[src/rtl/x86_page_table_walker_defines.svh]
// ----------------------------------------------------------------------------
// x86_page_table_walker_defines
// Assertion macros used by the page table walker sequencer.
// ----------------------------------------------------------------------------
`ifndef X86_PAGE_TABLE_WALKER_DEFINES_SVH
`define X86_PAGE_TABLE_WALKER_DEFINES_SVH

// Same-cycle implication, disabled during reset.
`define PTW_ASSERT_SAME(lbl, ante, cons, msg) \
  lbl: assert property (@(posedge clk) disable iff (rst) (ante) |-> (cons)) \
    else $error(msg);

// Next-cycle implication, disabled during reset.
`define PTW_ASSERT_NEXT(lbl, ante, cons, msg) \
  lbl: assert property (@(posedge clk) disable iff (rst) (ante) |=> (cons)) \
    else $error(msg);

`endif

[src/rtl/ptw_pkg.sv]
// ----------------------------------------------------------------------------
// ptw_pkg
// Types and constants of the x86-64 four-level page table walker.
// ----------------------------------------------------------------------------
package ptw_pkg;

  localparam int MEM_WORDS = 4096;
  localparam int MEM_AW    = $clog2(MEM_WORDS);

  localparam int AT_W = 37;
  localparam logic [AT_W-1:0] MEM_BYTES = AT_W'(MEM_WORDS) << 3;
  localparam logic [AT_W-1:0] ENTRY_BYTES = AT_W'(8);

  localparam logic [63:0] CR3_ALLOWED = 64'h0000_000f_ffff_f018;
  localparam logic [16:0] VA_TOP_HIGH = 17'h1ffff;

  localparam logic OP_WRITE = 1'b0;
  localparam logic OP_XLATE = 1'b1;

  localparam int CFG_W     = 16;
  localparam int CFG_RESET = 32768;

  typedef struct packed {
    logic        op;
    logic [11:0] word_index;
    logic [63:0] word_data;
    logic [63:0] table_root;
    logic [63:0] virtual_address;
    logic        is_write;
    logic        is_execute;
  } ptw_req_t;

  typedef struct packed {
    logic        ok;
    logic [35:0] physical_address;
    logic [2:0]  levels_read;
    logic [14:0] entry_addr_0;
    logic [14:0] entry_addr_1;
    logic [14:0] entry_addr_2;
    logic [14:0] entry_addr_3;
  } ptw_result_t;

  typedef struct packed {
    logic              wr_en;
    logic [MEM_AW-1:0] wr_addr;
    logic [63:0]       wr_data;
    logic              rd_en;
    logic [MEM_AW-1:0] rd_addr;
  } ptw_ram_req_t;

  typedef enum logic [2:0] {
    ST_IDLE,
    ST_START,
    ST_ADDR,
    ST_CHECK,
    ST_DONE
  } ptw_state_t;

endpackage

[src/rtl/ptw_walker.sv]
// ----------------------------------------------------------------------------
// ptw_walker
// Sequencer: stores table words and walks up to four levels, one read per level.
// ----------------------------------------------------------------------------
`include "x86_page_table_walker_defines.svh"

module ptw_walker (
  input  logic                        clk,
  input  logic                        rst,
  input  logic [ptw_pkg::CFG_W-1:0]   mem_size,
  input  logic                        req_valid,
  output logic                        req_ready,
  input  ptw_pkg::ptw_req_t           req,
  output logic                        res_valid,
  input  logic                        res_ready,
  output ptw_pkg::ptw_result_t        res,
  output ptw_pkg::ptw_ram_req_t       ram_req,
  input  logic [63:0]                 ram_rd_data
);
  import ptw_pkg::*;

  ptw_state_t state, state_next;

  logic [63:0] cr3;
  logic [63:0] va;
  logic        wr;
  logic        ex;
  logic [23:0] table_base;
  logic [1:0]  lvl;
  logic        res_ok;
  logic [35:0] pa;
  logic [2:0]  count;
  logic [14:0] ea [4];

  logic              accept;
  logic [31:0]       idx_wide;
  logic              idx_in_range;
  logic              pre_ok;
  logic [8:0]        va_idx;
  logic [35:0]       at;
  logic [AT_W-1:0]   at_end;
  logic [AT_W-1:0]   limit;
  logic              in_bounds;
  logic [63:0]       e;
  logic              e_large;
  logic              e_fault;
  logic              e_final;

  assign accept       = req_valid && req_ready;
  assign idx_wide     = 32'(req.word_index);
  assign idx_in_range = idx_wide < 32'(MEM_WORDS);

  assign pre_ok = (va[63:47] == '0 || va[63:47] == VA_TOP_HIGH) &&
                  ((cr3 & ~CR3_ALLOWED) == '0);

  always_comb begin
    case (lvl)
      2'd3:    va_idx = va[47:39];
      2'd2:    va_idx = va[38:30];
      2'd1:    va_idx = va[29:21];
      default: va_idx = va[20:12];
    endcase
  end

  assign at        = {table_base, va_idx, 3'b000};
  assign at_end    = AT_W'(at) + ENTRY_BYTES;
  assign limit     = (AT_W'(mem_size) < MEM_BYTES) ? AT_W'(mem_size) : MEM_BYTES;
  assign in_bounds = at_end <= limit;

  assign e       = ram_rd_data;
  assign e_large = e[7] && (lvl != 2'd0);
  assign e_fault = !e[0] || (e[51:36] != '0) || (wr && !e[1]) || (ex && e[63]) ||
                   (e_large && (lvl != 2'd1)) || (e_large && (e[20:13] != '0));
  assign e_final = (lvl == 2'd0) || e_large;

  always_comb begin
    state_next = state;
    case (state)
      ST_IDLE: begin
        if (req_valid) begin
          state_next = (req.op == OP_WRITE) ? ST_DONE : ST_START;
        end
      end
      ST_START: state_next = pre_ok ? ST_ADDR : ST_DONE;
      ST_ADDR:  state_next = in_bounds ? ST_CHECK : ST_DONE;
      ST_CHECK: state_next = (e_fault || e_final) ? ST_DONE : ST_ADDR;
      ST_DONE: begin
        if (res_ready) begin
          state_next = ST_IDLE;
        end
      end
      default:  state_next = ST_IDLE;
    endcase
  end

  always_ff @(posedge clk) begin
    if (rst) begin
      state <= ST_IDLE;
    end else begin
      state <= state_next;
    end
  end

  always_comb begin
    req_ready       = 1'b0;
    res_valid       = 1'b0;
    ram_req.wr_en   = 1'b0;
    ram_req.wr_addr = idx_wide[MEM_AW-1:0];
    ram_req.wr_data = req.word_data;
    ram_req.rd_en   = 1'b0;
    ram_req.rd_addr = at[MEM_AW+2:3];
    case (state)
      ST_IDLE: begin
        req_ready     = 1'b1;
        ram_req.wr_en = req_valid && (req.op == OP_WRITE) && idx_in_range;
      end
      ST_ADDR: ram_req.rd_en = in_bounds;
      ST_DONE: res_valid = 1'b1;
      default: ;
    endcase
  end

  always_ff @(posedge clk) begin
    case (state)
      ST_IDLE: begin
        if (accept) begin
          res_ok <= (req.op == OP_WRITE) && idx_in_range;
          cr3    <= req.table_root;
          va     <= req.virtual_address;
          wr     <= req.is_write;
          ex     <= req.is_execute;
          pa     <= '0;
          count  <= '0;
          for (int i = 0; i < 4; i++) begin
            ea[i] <= '0;
          end
        end
      end
      ST_START: begin
        table_base <= cr3[35:12];
        lvl        <= 2'd3;
      end
      ST_ADDR: begin
        if (in_bounds) begin
          ea[~lvl] <= at[14:0];
          count    <= count + 3'd1;
        end
      end
      ST_CHECK: begin
        if (!e_fault) begin
          if (lvl == 2'd0) begin
            res_ok <= 1'b1;
            pa     <= {e[35:12], va[11:0]};
          end else if (e_large) begin
            res_ok <= 1'b1;
            pa     <= {e[35:21], va[20:0]};
          end else begin
            table_base <= e[35:12];
            lvl        <= lvl - 2'd1;
          end
        end
      end
      default: ;
    endcase
  end

  always_comb begin
    res.ok               = res_ok;
    res.physical_address = res_ok ? pa : '0;
    res.levels_read      = res_ok ? count : '0;
    res.entry_addr_0     = res_ok ? ea[0] : '0;
    res.entry_addr_1     = res_ok ? ea[1] : '0;
    res.entry_addr_2     = res_ok ? ea[2] : '0;
    res.entry_addr_3     = res_ok ? ea[3] : '0;
  end

  `PTW_ASSERT_SAME(a_no_rw_overlap, ram_req.wr_en, !ram_req.rd_en, "table read and write in one cycle")
  `PTW_ASSERT_SAME(a_check_after_read, state == ST_CHECK, $past(ram_req.rd_en), "entry check without a table read")
  `PTW_ASSERT_SAME(a_walk_depth, res_valid && res.ok && res.levels_read != 3'd0, res.levels_read == 3'd3 || res.levels_read == 3'd4, "successful walk with bad depth")

endmodule

[config.mk]
export PLATFORM = sky130hd
export DESIGN_NAME = ptw_walker
export DESIGN_NICKNAME = d
export VERILOG_FILES = /design/src/rtl/ptw_pkg.sv /design/src/rtl/ptw_walker.sv
export VERILOG_INCLUDE_DIRS = /design/src /design/src/rtl
export SDC_FILE = /design/constraint.sdc
export NUM_CORES = 1
export LEC_CHECK = 0
export BUFFER_PORTS_ARGS = -buffer_cell sky130_fd_sc_hd__buf_2
export CAP_MARGIN = 20
export CELL_PAD_IN_SITES_DETAIL_PLACEMENT = 1
export CELL_PAD_IN_SITES_GLOBAL_PLACEMENT = 1
export CORE_MARGIN = 8
export CORE_UTILIZATION = 38
export CTS_BUF_LIST = sky130_fd_sc_hd__clkbuf_4
export CTS_CLUSTER_DIAMETER = 50
export DETAILED_ROUTE_END_ITERATION = 7
export PLACE_DENSITY_LB_ADDON = 0.1
export SETUP_SLACK_MARGIN = 0.5
export SLEW_MARGIN = 20
export SYNTH_ARGS = -nofsm -noshare
export SYNTH_HDL_FRONTEND = slang
export SYNTH_SLANG_ARGS = --single-unit
[constraint.sdc]
create_clock -name clk -period 6.4 [get_ports clk]
set_clock_uncertainty 0.05 [all_clocks]
set_input_delay 0.32 -clock clk [delete_from_list [all_inputs] [get_ports clk]]
set_output_delay 0.32 -clock clk [all_outputs]
set_load 0.01 [all_outputs]
==> flow_metrics.tcl <==
set metrics [dict create \
    antenna_found_initial 5 \
    hp-class "input port to register" \
    r2r_end "state[0]$_SDFFE_PP0P_" \
    rsz0062_at_grt "false" \
    cp-start-kind "register" \
    die_width_um 189 \
    grt_max_degree 77 \
    worstReg2RegStart "lvl[1]$_SDFFCE_PN1P_" \
    fin_nets 1633 \
    critPathSlowestCell "or3_1" \
    viasPerCell 4.87 \
    fin_area_um2 15300 \
    critPathRequiredTime_ps 6030 \
    min_to "state[2]$_SDFFE_PP0P_" \
    setup-violations-final 0 \
    wl_met1_mm 15.0 \
    hp-start "res_ready" \
    dp_hpwl_mm 25.1 \
    drive_above_1_share 0.349 \
    async_flop_share 0 \
    dieArea_um2 35900 \
    clkTransAtPathRegs_ps 70 \
    portBuffers 296 \
    top_layer "met5" \
    die_height_um 189 \
    layout_commonest_cell "buf_2" \
    min_period_over_period 0.863 \
    critPathTopFamily "simple AND/OR/NAND/NOR gates" \
    synth_edf_count 242 \
    cts_buffers 70 \
    synthDistinctLibCells 54 \
    period_needed_ps 5520 \
    cp_num_buf_inv 7 \
    p_total_w 0.00387 \
    path_cells "clkinv_2 -> ha_4 -> buf_12 -> a21oi_1 -> o2bb2ai_1 -> buf_4 -> or3_1 -> nor3_1 -> buf_4 -> and3_1 -> xnor2_1 -> ha_1 -> a21o_1 -> a21o_1 -> nor2_1 -> nand2_1 -> o21ai_1 -> o211ai_1 -> and4b_1 -> nand4_1 -> buf_6 -> inv_1 -> buf_2" \
    cts_max_level 3 \
    routed_wl_mm 37.2 \
    io-pin-count 483 \
    tightest_slew_ps 1030 \
    p_leak_nw 6.26 \
    cp.arrival_ps 5150 \
    gp_congestion 0.778 \
    ir_worst_vdd_uv 129 \
    grt_pass1_vias 9736 \
    power_density_nw_per_um2 253 \
    worstPathMaxFanout 40 \
    utilization 0.517 \
    r2r_slack_ps 1090 \
    cts_buffer_depth 3 \
    fmax_ghz 0.181 \
    place_area_um2 12800 \
    netlist_area_um2 11400 \
    drc 0 \
    syn_avg_cell_area_um2 12.8 \
    grt_pass1_wl_mm 56.2 \
    wl_per_cell_um 21.1 \
    start_util 0.386 \
    outcome "completed" \
    grt-ovfl-total 0 \
    syn-instance-count 891 \
    final_cell_mix "buf_2 (296), edfxtp_1 (242), dlygate4sd3_1 (155)" \
    slowest_delay_ps 510 \
    drv_cap 0 \
    first_pass_iters 5 \
    hold_slack_ps 211 \
    drv_slew 0 \
    rr_worst_depth 23 \
    ys_warn_count 0 \
    drt_iter0_drc 306 \
    whs_path_depth 6 \
    endpoint_kind "output port" \
    num_vias 8598 \
    ys_seq_area_frac 0.641 \
    root_buffer "clkbuf_4" \
    core-area_um2 29600 \
    cts_sinks 245 \
    hold_violations 0 \
    rows 63 \
    ant_nets 0 \
    final.setup.tns_ps 0 \
    clock_latency_ps 660 \
    wl_met2_mm 18.5 \
    synth.ff_latch_count 245 \
    syn2layout_area_growth_pct 34.1 \
    relSlewSlack 0.313 \
    grtUsageTotal 0.203 \
    wl_met3_mm 3.06 \
    crit_type "register to output port" \
    cts_tree "built" \
    synth_ff_type "edfxtp_1" \
]
==> power by group <==
| group | total (W) | leakage [nW] | switching [W] | internal [W] |
|---|---|---|---|---|
| sequential | 0.00193 | 2.35 | 0.0000426 | 0.00189 |
| combinational | 0.000422 | 3.37 | 0.000224 | 0.000197 |
| clock | 0.00152 | 0.544 | 0.000692 | 0.000826 |
| total | 0.00387 | 6.26 | 0.000959 | 0.00291 |
==> state kept, by name (all words and copies together) (netlist names) <==
signal,cells
cr3,62
wr,1
state,3
res_ok,1
lvl,2
ex,1
pa,36
ea,48
va,64
count,3
table_base,24
==> Yosys cell counts, drive strengths merged, types with 2 or more instances <==
cell / instances / area, µm²
o31ai: 3 / 22.5
inv: 29 / 109
edfxtp: 242 / 7270
a22oi: 8 / 60.1
buf: 107 / 788
nor2: 42 / 158
nor2b: 4 / 25.0
a31oi: 4 / 25.0
or3: 5 / 31.3
clkbuf: 22 / 82.6
o2bb2ai: 6 / 71.3
xnor2: 14 / 123
o21ai: 12 / 60.1
dfxtp: 3 / 60.1
a21o: 20 / 150
a21oi: 17 / 85.1
or4b: 2 / 20.0
nand2: 58 / 218
nor3: 52 / 360
and2: 116 / 726
nor4: 35 / 219
nand4: 16 / 100
nor3b: 3 / 22.5
a22o: 2 / 17.5
and3: 6 / 37.5
nand3: 11 / 55.1
a211oi: 3 / 22.5
ha: 19 / 238
mux2i: 12 / 120
==> worst min-delay path, cell delays in order <==
cell,delay [ps]
buf_2,110
inv_1,50
a21oi_1,60
nor3_1,140
a31oi_1,60
a21oi_1,110
==> how the worst max path moves through the flow <==
stage / from / to / slack [ps] / cells past startpoint
CTS: lvl[0]$_SDFFCE_PN1P_ / ram_req[12] / 550 / 26
floorplan: lvl[0]$_SDFFCE_PN1P_ / ea[3][0]$_DFFE_PP_ / 810 / 23
finish: lvl[1]$_SDFFCE_PN1P_ / ram_req[12] / 880 / 23
detailed placement: lvl[1]$_SDFFCE_PN1P_ / ea[3][7]$_DFFE_PP_ / 560 / 26
global route: lvl[1]$_SDFFCE_PN1P_ / ram_req[12] / 510 / 23
global placement: lvl[1]$_SDFFCE_PN1P_ / ea[3][7]$_DFFE_PP_ / 700 / 26
==> cell families after synthesis <==
| logic type | synth area share |
|---|---|
| simple gates | 0.175 |
| flops | 0.641 |
| buf+inv | 0.0861 |
| compound gates | 0.0534 |
| fa+ha+maj | 0.0208 |
| xor+xnor | 0.0115 |
| mux | 0.0115 |
| other cells | 0.000328 |
==> metrics by stage <==
step                      cells  setup slack [ps]
after floorplan             902               808
after global placement     1483               703
after detailed placement   1483               556
after CTS                  1762               555
after global routing       1767               507
final                      1767               877
==> final cells by class <==
| cell class | count | area, µm² |
|---|---|---|
| diodes | 3 | 7.51 |
| clock inverters | 12 | 83.8 |
| well taps | 390 | 488 |
| clock buffers | 111 | 833 |
| repair buffers | 478 | 3250 |
| fillers | 3206 | 14300 |
| flip-flops and latches | 245 | 7330 |
| inverters | 30 | 116 |
| multi-input cells | 498 | 3220 |
==> per-layer routing <==
layer,vias up,track usage
met4,4,0.0604
met1,4144,0.233
met2,352,0.350
li1,4030,-
met5,-,0
met3,68,0.0721
==> timing repair <==
item,CTS,global route
setup buffers,1,2
pin swaps,0,1
gates resized for setup,9,4
endpoints found under the hold margin,171,0
hold buffers,155,0
endpoints found under the setup margin,1,2
(Power assumes the default switching activity.)
